==> src/sv/bpqd_pkg.sv <==
package bpqd_pkg;

    localparam int KEY_W    = 16;
    localparam int PRIO_W   = 3;
    localparam int STATUS_W = 3;

    // operation codes
    localparam logic FUNC_INSERT = 1'b0;
    localparam logic FUNC_REMOVE = 1'b1;

    // result status codes
    localparam logic [STATUS_W-1:0] ST_INSERTED  = 3'd0;
    localparam logic [STATUS_W-1:0] ST_EVICTED   = 3'd1;
    localparam logic [STATUS_W-1:0] ST_DUPLICATE = 3'd2;
    localparam logic [STATUS_W-1:0] ST_FULL      = 3'd3;
    localparam logic [STATUS_W-1:0] ST_REMOVED   = 3'd4;
    localparam logic [STATUS_W-1:0] ST_NOT_FOUND = 3'd5;

    typedef struct packed {
        logic              valid;
        logic [KEY_W-1:0]  key;
        logic [PRIO_W-1:0] prio;
    } slot_t;

    // command broadcast to every cell of the row
    typedef struct packed {
        logic              ins;
        logic              rem;
        logic [KEY_W-1:0]  key;
        logic [PRIO_W-1:0] prio;
    } cmd_t;

endpackage

==> src/sv/bpqd_cell.sv <==
module bpqd_cell (
    input  logic           clk,
    input  logic           rst_n,
    input  bpqd_pkg::cmd_t cmd,
    input  bpqd_pkg::slot_t left_slot,
    input  logic           left_go,
    input  bpqd_pkg::slot_t right_slot,
    input  logic           seen_in,
    output bpqd_pkg::slot_t slot,
    output logic           go,
    output logic           seen_out
);

    logic                        valid_reg;
    logic                        valid_next;
    logic [bpqd_pkg::KEY_W-1:0]  key_reg;
    logic [bpqd_pkg::KEY_W-1:0]  key_next;
    logic [bpqd_pkg::PRIO_W-1:0] prio_reg;
    logic [bpqd_pkg::PRIO_W-1:0] prio_next;
    logic                        match;

    assign slot.valid = valid_reg;
    assign slot.key   = key_reg;
    assign slot.prio  = prio_reg;

    // go: the new item belongs behind this cell
    assign go       = valid_reg && (prio_reg >= cmd.prio);
    assign match    = valid_reg && (key_reg == cmd.key);
    assign seen_out = seen_in || match;

    always_comb
    begin
        priority if (cmd.ins && !go)
        begin
            if (left_go)
            begin
                // insert point: take the new item
                valid_next = 1'b1;
                key_next   = cmd.key;
                prio_next  = cmd.prio;
            end
            else
            begin
                // behind the insert point: shift toward the tail
                valid_next = left_slot.valid;
                key_next   = left_slot.key;
                prio_next  = left_slot.prio;
            end
        end
        else if (cmd.rem && seen_out)
        begin
            // at or behind the removed cell: close the gap
            valid_next = right_slot.valid;
            key_next   = right_slot.key;
            prio_next  = right_slot.prio;
        end
        else
        begin
            // hold
            valid_next = valid_reg;
            key_next   = key_reg;
            prio_next  = prio_reg;
        end
    end

    always_ff @(posedge clk or negedge rst_n)
    begin
        if (!rst_n)
        begin
            valid_reg <= 1'b0;
        end
        else
        begin
            valid_reg <= valid_next;
        end
    end

    always_ff @(posedge clk)
    begin
        key_reg  <= key_next;
        prio_reg <= prio_next;
    end

endmodule

==> src/sv/bounded_priority_queue_dedup.sv <==
// Bounded priority queue with duplicate rejection. The queue is a row of
// QUEUE_DEPTH cells, packed from cell 0 (the head) and ordered by priority,
// higher first, older first among equals. Each cell compares its own entry
// with the incoming key and priority; an insert shifts the cells behind the
// insert point one step toward the tail, a remove shifts the cells from the
// matching one onward one step toward the head. An insert of a key already
// queued returns "duplicate"; an insert into a full queue evicts the tail
// when the new priority is strictly higher, else returns "full". Every item
// yields exactly one result carrying status, evicted key, count and head.
// Rate: one item per unstalled clock. The whole row settles in the cycle the
// item is accepted; the longest path is the key-match chain that runs
// through all cells for a remove. The result comes next cycle: status,
// evicted key and count sit in an output register, and the head fields come
// straight from cell 0, which holds still while a result waits. req_stall
// rises only while the output register holds a result that rsp_stall keeps.
// No clearing pass after reset: the valid bits of the cells clear at once.
module bounded_priority_queue_dedup #(
    parameter int QUEUE_DEPTH = 8
) (
    input  logic                          clk,
    input  logic                          rst_n,
    input  logic                          req_valid,
    output logic                          req_stall,
    input  logic                          func,
    input  logic [bpqd_pkg::KEY_W-1:0]    entry_key,
    input  logic [bpqd_pkg::PRIO_W-1:0]   entry_priority,
    output logic                          rsp_valid,
    input  logic                          rsp_stall,
    output logic [bpqd_pkg::STATUS_W-1:0] status,
    output logic [bpqd_pkg::KEY_W-1:0]    evicted_key,
    output logic [3:0]                    queue_count,
    output logic                          head_valid,
    output logic [bpqd_pkg::KEY_W-1:0]    head_key
);

    localparam int CNT_W  = $clog2(QUEUE_DEPTH + 1);
    localparam int CNT_XW = (CNT_W > 4) ? CNT_W : 4;

    bpqd_pkg::cmd_t  cmd;
    bpqd_pkg::slot_t slot [QUEUE_DEPTH];
    logic [QUEUE_DEPTH-1:0] go;
    logic [QUEUE_DEPTH:0]   seen;
    logic [QUEUE_DEPTH-1:0] valid_vec;

    logic accept;
    logic hit;
    logic full;
    logic tail_go;
    logic ins_ok;

    logic [bpqd_pkg::STATUS_W-1:0] status_calc;
    logic [bpqd_pkg::KEY_W-1:0]    evicted_calc;

    logic [CNT_W-1:0]  count_reg;
    logic [CNT_W-1:0]  count_next;
    logic [CNT_XW-1:0] count_ext;

    logic                          rsp_valid_reg;
    logic                          rsp_valid_next;
    logic [bpqd_pkg::STATUS_W-1:0] status_reg;
    logic [bpqd_pkg::KEY_W-1:0]    evicted_reg;
    logic [3:0]                    count_out_reg;

    // hold the input while the output register keeps an untaken result
    assign req_stall = rsp_valid_reg && rsp_stall;
    assign accept    = req_valid && !req_stall;

    // seen chain ends in "key is queued somewhere"
    assign seen[0] = 1'b0;
    assign hit     = seen[QUEUE_DEPTH];
    assign full    = slot[QUEUE_DEPTH-1].valid;
    // tail still outranks or ties the new item: nowhere to put it
    assign tail_go = go[QUEUE_DEPTH-1];
    assign ins_ok  = !hit && !tail_go;

    assign cmd.ins  = accept && (func == bpqd_pkg::FUNC_INSERT) && ins_ok;
    assign cmd.rem  = accept && (func == bpqd_pkg::FUNC_REMOVE) && hit;
    assign cmd.key  = entry_key;
    assign cmd.prio = entry_priority;

    genvar i;
    generate
        for (i = 0; i < QUEUE_DEPTH; i++)
        begin : g_cell
            bpqd_pkg::slot_t left_slot;
            bpqd_pkg::slot_t right_slot;
            logic            left_go;

            if (i == 0)
            begin : g_head
                assign left_slot = '0;
                assign left_go   = 1'b1;
            end
            else
            begin : g_body
                assign left_slot = slot[i-1];
                assign left_go   = go[i-1];
            end

            if (i == QUEUE_DEPTH - 1)
            begin : g_tail
                assign right_slot = '0;
            end
            else
            begin : g_mid
                assign right_slot = slot[i+1];
            end

            bpqd_cell u_cell (
                .clk        (clk),
                .rst_n      (rst_n),
                .cmd        (cmd),
                .left_slot  (left_slot),
                .left_go    (left_go),
                .right_slot (right_slot),
                .seen_in    (seen[i]),
                .slot       (slot[i]),
                .go         (go[i]),
                .seen_out   (seen[i+1])
            );

            assign valid_vec[i] = slot[i].valid;
        end
    endgenerate

    always_comb
    begin
        evicted_calc = '0;
        if (func == bpqd_pkg::FUNC_INSERT)
        begin
            priority if (hit)
            begin
                status_calc = bpqd_pkg::ST_DUPLICATE;
            end
            else if (tail_go)
            begin
                status_calc = bpqd_pkg::ST_FULL;
            end
            else if (full)
            begin
                status_calc  = bpqd_pkg::ST_EVICTED;
                evicted_calc = slot[QUEUE_DEPTH-1].key;
            end
            else
            begin
                status_calc = bpqd_pkg::ST_INSERTED;
            end
        end
        else
        begin
            status_calc = hit ? bpqd_pkg::ST_REMOVED : bpqd_pkg::ST_NOT_FOUND;
        end
    end

    always_comb
    begin
        count_next = count_reg;
        if (cmd.ins && !full)
        begin
            count_next = count_reg + CNT_W'(1);
        end
        else if (cmd.rem)
        begin
            count_next = count_reg - CNT_W'(1);
        end
    end

    assign count_ext = CNT_XW'(count_next);

    // drop the result once taken unless a new item replaces it
    always_comb
    begin
        rsp_valid_next = rsp_valid_reg && rsp_stall;
        if (accept)
        begin
            rsp_valid_next = 1'b1;
        end
    end

    always_ff @(posedge clk or negedge rst_n)
    begin
        if (!rst_n)
        begin
            count_reg     <= '0;
            rsp_valid_reg <= 1'b0;
        end
        else
        begin
            count_reg     <= count_next;
            rsp_valid_reg <= rsp_valid_next;
        end
    end

    always_ff @(posedge clk)
    begin
        if (accept)
        begin
            status_reg    <= status_calc;
            evicted_reg   <= evicted_calc;
            count_out_reg <= count_ext[3:0];
        end
    end

    assign rsp_valid   = rsp_valid_reg;
    assign status      = status_reg;
    assign evicted_key = evicted_reg;
    assign queue_count = count_out_reg;
    // cell 0 only moves on an accepted item, so it matches the waiting result
    assign head_valid  = slot[0].valid;
    assign head_key    = slot[0].valid ? slot[0].key : '0;

`ifndef SYNTH
    a_count_matches: assert property (@(posedge clk) disable iff (!rst_n)
        $countones(valid_vec) == int'(count_reg))
        else $error("count disagrees with cell valid bits");

    a_packed: assert property (@(posedge clk) disable iff (!rst_n)
        (valid_vec & (valid_vec + QUEUE_DEPTH'(1))) == '0)
        else $error("valid cells not packed at the head");

    a_result_follows: assert property (@(posedge clk) disable iff (!rst_n)
        accept |=> rsp_valid_reg)
        else $error("accepted item produced no result");

    a_evict_full: assert property (@(posedge clk) disable iff (!rst_n)
        (rsp_valid_reg && status_reg == bpqd_pkg::ST_EVICTED) |->
        (int'(count_reg) == QUEUE_DEPTH))
        else $error("eviction reported while queue not full");
`endif

endmodule
==> config.mk <==
export PLATFORM = sky130hd
export DESIGN_NAME = bounded_priority_queue_dedup
export DESIGN_NICKNAME = d
export VERILOG_FILES = /design/src/sv/bpqd_pkg.sv /design/src/sv/bpqd_cell.sv /design/src/sv/bounded_priority_queue_dedup.sv
export SDC_FILE = /design/constraint.sdc
export NUM_CORES = 1
export LEC_CHECK = 0
export ABC_CLOCK_PERIOD_IN_PS = 6350
export BUFFER_PORTS_ARGS = -buffer_cell sky130_fd_sc_hd__buf_2
export CAP_MARGIN = 20
export CORE_MARGIN = 2
export CORE_UTILIZATION = 67
export DETAILED_ROUTE_END_ITERATION = 10
export PLACE_DENSITY = 0.93
export SLEW_MARGIN = 20
export SYNTH_ARGS = -nofsm -noshare
export SYNTH_HDL_FRONTEND = slang
export SYNTH_SLANG_ARGS = --single-unit
==> constraint.sdc <==
create_clock -name clk -period 6.35 [get_ports clk]
set_input_delay 0.3175 -clock clk [delete_from_list [all_inputs] [get_ports clk]]
set_output_delay 0.3175 -clock clk [all_outputs]
set_load 0.02 [all_outputs]
## After elaboration in Yosys (flattened, before gate mapping)

Cells that the tools add are included.

- Input bits: 24
- Flip-flop bits (word level): 188
- Word-level logic and storage cells: 194
- Output and inout port bits: 42

- Mux-type cells: 78
- Reductions and logical operators: 67
- Bitwise logic cells: 2
- $add $sub $neg: 2
- Equality and inequality tests: 8
- Order comparisons: 8

Operators by type and width:

| kind | count |
|---|---|
| 16-bit two-way mux | 24 |
| 16-bit == test | 8 |
| 3-bit two-way mux | 24 |
| 1-bit logical AND | 40 |
| 1-bit two-way mux | 26 |
| 3-bit greater-or-equal comparator | 8 |
| 2-bit nonzero test | 8 |
| 1-bit zero test | 11 |
| 4-bit two-way mux | 2 |
| 1-bit logical OR | 7 |
| 4-bit by 1-bit adder with 4-bit output (second input constant) | 1 |
| 2-bit two-way mux | 2 |
| 4-bit OR reduction | 1 |
| 4-bit by 1-bit subtractor with 4-bit output (second input constant) | 1 |
| 1-bit inverter | 2 |

## Logic depth before layout (Yosys ltp)

- Depth after elaboration: 14
- Gate-level depth with buffers: 13
- Gate-level depth less buffers: 10

## Cells and area by module

A second synthesis with hierarchy kept.

- Cell total of the unflattened synthesis: 1087
- Area total of the unflattened synthesis: 11692.5 µm²

By module, submodules not included:

| module | area an instance (µm²) | instances | sequential area each (µm²) | cells an instance |
|---|---|---|---|---|
| bpqd_cell | 1307.5 | 8 | 595.6 | 124 |
| bounded_priority_queue_dedup | 1232.4 | 1 | 815.8 | 95 |

## Worst setup path after synthesis

Ideal clock, no wire load.

- Path kind: input-to-reg
- Start point: input port entry_priority[1] (netlist bit)
- End point: register g_cell[3].u_cell.key_reg[0] (netlist bit) (enable)
- Setup time: 421 ps
- Required time: 5929 ps
- Path buffers: 1
- Data arrival time: 3103 ps
- Path slack: 2826 ps
- Stages on the path: 9
- Path through: clkinv_1 > ha_1 > a21o_1 > a21oi_1 > nand2b_1 > and3_4 > buf_6 > nand2_4 > o21ai_0

- Longest elaborated chain between the ends: 7
- Elaborated cells on any way between the ends: 10
- Those cells by class: order compare (2); reduce/logical (8)

RTL lines:

| item | RTL line | RTL |
|---|---|---|
| start, declared | bounded_priority_queue_dedup.sv:26 | `input logic [bpqd_pkg::PRIO_W-1:0] entry_priority,` |
| 3-bit greater-or-equal comparator | bpqd_cell.sv:27 | `assign go = valid_reg && (prio_reg >= cmd.prio);` |
| 1-bit logical AND | bpqd_cell.sv:27 |  |
| 1-bit zero test | bounded_priority_queue_dedup.sv:74 | `assign ins_ok = !hit && !tail_go;` |
| 1-bit logical AND | bounded_priority_queue_dedup.sv:74 |  |
| 1-bit logical AND | bounded_priority_queue_dedup.sv:76 | `assign cmd.ins = accept && (func == bpqd_pkg::FUNC_INSERT) && ins_ok;` |
| 1-bit logical AND (*) | bpqd_cell.sv:33 | `priority if (cmd.ins && !go)` |
| 2-bit nonzero test (no line) (*) | n/a |  |
| end signal, assigned | bpqd_cell.sv:80 | `key_reg <= key_next;` |
| end, declared | bpqd_cell.sv:16 | `logic [bpqd_pkg::KEY_W-1:0] key_reg;` |

Mark *: on every way between the ends. The rest lies on a longest branch, timed or not.
A chain may end at the register's enable or synchronous reset.

## Worst setup path after layout

- Start point: register g_cell[5].u_cell.key_reg[4] (netlist bit)
- End point: register g_cell[1].u_cell.key_reg[15] (netlist bit) (enable)

- Longest elaborated chain between the ends: 10
- Elaborated cells on any way between the ends: 12
- Those cells by class: eq/ne (1); reduce/logical (11)

RTL lines:

| item | RTL line | RTL |
|---|---|---|
| start, declared | bpqd_cell.sv:16 |  |
| start signal, assigned | bpqd_cell.sv:80 |  |
| 16-bit == test (*) | bpqd_cell.sv:28 | `assign match = valid_reg && (key_reg == cmd.key);` |
| 1-bit logical AND (*) | bpqd_cell.sv:28 |  |
| 1-bit logical OR (*) (3 in a row) | bpqd_cell.sv:29 | `assign seen_out = seen_in \|\| match;` |
| 1-bit zero test | bounded_priority_queue_dedup.sv:74 |  |
| 1-bit logical AND | bounded_priority_queue_dedup.sv:74 |  |
| 1-bit logical AND | bounded_priority_queue_dedup.sv:76 |  |
| 1-bit logical AND | bpqd_cell.sv:33 |  |
| 2-bit nonzero test (no line) (*) | n/a |  |
| end signal, assigned | bpqd_cell.sv:80 |  |
| end, declared | bpqd_cell.sv:16 |  |

Marked as above.

==> results.sh <==
export IMPL_io_pins=66
export IMPL_drive_gt1_share_pct=16.3
export IMPL_path_depth=9
export IMPL_cts_buffers=17
export IMPL_dr_pass1_iters=7
export IMPL_use_met2_pct=51.6
export IMPL_synth_top_family_by_area="simple AND/OR/NAND/NOR gates"
export IMPL_r2r_cells=9
export IMPL_start_util_pct=68.9
export IMPL_finalCriticalPeriod_ns=3.41
export IMPL_avgRoutedWirePerCell_um=21.1
export IMPL_cp_data_required_time_ns=6.43
export IMPL_start_kind="register"
export IMPL_clk_latency_ns=0.46
export IMPL_cts_root_buf="clkbuf_16"
export IMPL_vias=8876
export IMPL_worst_slew_margin_rel_pct=33.6
export IMPL_synth_seq_cells=188
export IMPL_routed_wl_mm=28.7
export IMPL_fill_cells=1138
export IMPL_finalSetupViolations=0
export IMPL_slew_viol_final=0
export IMPL_cp_arrival_ns=3.49
export IMPL_ys_async_sr_fraction_pct=6.91
export IMPL_cts_tree="done"
export IMPL_fin_worst_skew_ns=0.0134
export IMPL_synthCells=1106
export IMPL_ys_types=58
export IMPL_syn_nets=1156
export IMPL_crit_family="simple AND/OR/NAND/NOR gates"
export IMPL_worst_slew_pin_slew_ns=0.987
export IMPL_port_buffers=65
export IMPL_grt_most_used_layer="met2"
export IMPL_synth_mux_area_share_pct=14.5
export IMPL_multiInputGateArea_um2=5860
export IMPL_synth_warnings=0
export IMPL_rr_endpoint="g_cell[1].u_cell.key_reg[15]"
export IMPL_route_detailed_drc=0
export IMPL_use_met3_pct=4.42
export IMPL_final_net_count=1175
export IMPL_r2r_start="g_cell[5].u_cell.key_reg[4]"
export IMPL_clk_pin_slew_ns=0.08
export IMPL_clk_path_buf_depth=2
export IMPL_synth_area_um2=12000
export IMPL_grt_ovfl_total=0
export IMPL_p_per_area_nw_per_um2=279
export IMPL_use_met1_pct=40.7
export IMPL_drtIter0Drc=1124
export IMPL_fmax_ghz=0.293
export IMPL_dieArea_um2=18900
export IMPL_largest_reg_flops=128
export IMPL_p_total_uw=3570
export IMPL_area_delta_synth_final_pct=7.04
export IMPL_cp_cell_sequence="xor2_1 > nor4_1 > nand3_1 > o22ai_1 > nor4_2 > buf_4 > and3_1 > buf_4 > or2_1"
export IMPL_dp_hpwl_mm=20.9
export IMPL_synth_compound_area_share_pct=7.29
export IMPL_synth_seq_area_share_pct=46.7
export IMPL_p_leak_uw=0.00512
export IMPL_r2r_setup_slack_ns=2.94
export IMPL_synth_main_ff_cell="edfxtp_1"
export IMPL_synth_enable_flop_cells=175
export IMPL_path_buf_inv=2
export IMPL_avgViaCountPerCell=6.51
export IMPL_antenna_cells=0
export IMPL_die_height_um=138
export IMPL_critPathLaunch="g_cell[5].u_cell.key_reg[4]"
export IMPL_hold_class="input port to register"
export IMPL_final_hold_violation_count=0
export IMPL_grt_start_max_net_pins=42
export IMPL_cp_endpoint="g_cell[1].u_cell.key_reg[15]"
export IMPL_ant_nets=0
export IMPL_htreeDepth=4
export IMPL_grt_usage_pct=31.3
export IMPL_status="finished clean"
export IMPL_synthSimpleGateAreaFrac_pct=14.6
export IMPL_synthAdderAreaFrac_pct=2.72
export IMPL_cts_resized=0
export IMPL_crit_path_end_kind="register"
export IMPL_cp_slowest_stage_delay_ns=0.73
export IMPL_crit_fanout=40
export IMPL_avgSynthCellArea_um2=10.8
export IMPL_path_class="register to register"
export IMPL_core_um2=17400
export IMPL_antenna_found_initial=0
export IMPL_regArea_um2=5580
export IMPL_synth_xor_area_share_pct=9.66
export IMPL_die_w_um=138
export IMPL_grt_pass1_vias=8437
export IMPL_fin_tns_setup_ns=0
export IMPL_cts_sinks=188
export IMPL_cap_violations=0
export IMPL_critPathSlowestCell="or2_1"
export IMPL_max_vdd_ir_drop_uv=211
export IMPL_rsz0062_at_grt="no"
export IMPL_rows=48
export IMPL_cpMostUsedCell="buf_4"
export IMPL_grt_pass1_wl_mm=44.7
export IMPL_min_period_over_period_pct=53.7
export IMPL_place_congestion=0.910
[synthesized netlist by cell type (23+ instances only)]
cell,n,area share (%)
xor2_1,93,6.8
o21ai_0,69,2.9
buf_2,26,1.1
mux2i_1,104,8.7
mux2_2,40,3.8
a21oi_1,63,2.6
and2_1,34,1.8
ha_1,26,2.7
clkbuf_1,32,1.0
nor4_1,32,1.7
xnor2_1,37,2.7
nand2_1,82,2.6
edfxtp_1,175,44
nor2_1,82,2.6
nand3_1,23,0.96
[power breakdown]
part	internal (µW)	switching, µW
combinational	376	535
clock	521	493
sequential	1520	129
[layout by cell type, fill, tap and decap left out, types with 34 or more instances in the layout]
cell,Yosys,routed
a21oi_1,63,63
nor2_1,82,82
buf_2,26,65
xor2_1,93,93
mux2i_1,104,104
o21ai_0,69,65
mux2_2,40,40
and2_1,34,34
nand2_1,82,82
edfxtp_1,175,175
xnor2_1,37,37
[cells by family after synthesis]
kind of cell	Yosys count
xor gates and xnor gates	131
buffers and inverters	102
muxes	160
adders and majority gates	26
DFF	188
and+or+nand+nor	338
AOI/OAI and AO/OA	161
[routing by layer]
| layer | wire [µm] | vias up |
|---|---|---|
| li1 | - | 4017 |
| met1 | 11300 | 4227 |
| met2 | 13600 | 537 |
| met3 | 2650 | 95 |
| met4 | 1150 | 0 |
| met5 | 0 | - |
[stage by stage]
step | instance area (µm²) | util, % | setup slack (ns) | hold slack [ns] | cells
2_1_floorplan | 12000 | - | 2.83 | 0.0219 | 1106
3_3_place_gp | 12200 | 70.5 | 2.85 | 0.246 | 1330
3_5_place_dp | 12200 | 70.5 | 2.73 | 0.251 | 1330
4_1_cts | 12800 | 73.8 | 3.07 | 0.0937 | 1363
5_1_grt | 12800 | 73.8 | 2.77 | 0.0968 | 1363
6_report | 12800 | 73.8 | 2.94 | 0.0914 | 1363
[final cells by class]
type                       instances  share of cell area, %
multi-input combinational        816                   45.8
sequential                       188                   43.6
timing repair buffer              83                   3.62
clock buffer                      20                   3.49
tap                              225                   2.20
clock inverter                    12                  0.782
inverter                          19                  0.557
[how the worst min path moves through the flow]
stage | endpoint | start | slack [ns] | cells past startpoint
floorplan | count_reg[0] | rst_n | 0.02 | 0
global placement | g_cell[0].u_cell.valid_reg | rst_n | 0.25 | 1
detailed placement | g_cell[0].u_cell.valid_reg | rst_n | 0.25 | 1
CTS | rsp_valid | req_valid | 0.09 | 2
global route | rsp_valid | req_valid | 0.1 | 2
finish | rsp_valid | req_valid | 0.09 | 2
[timing repair]
item | CTS | global route
hold buffers | 1 | 0
buffers inserted | 0 | 0
endpoints found under the hold margin | 13 | 0
No activity file was read; power rests on OpenSTA's default activity.
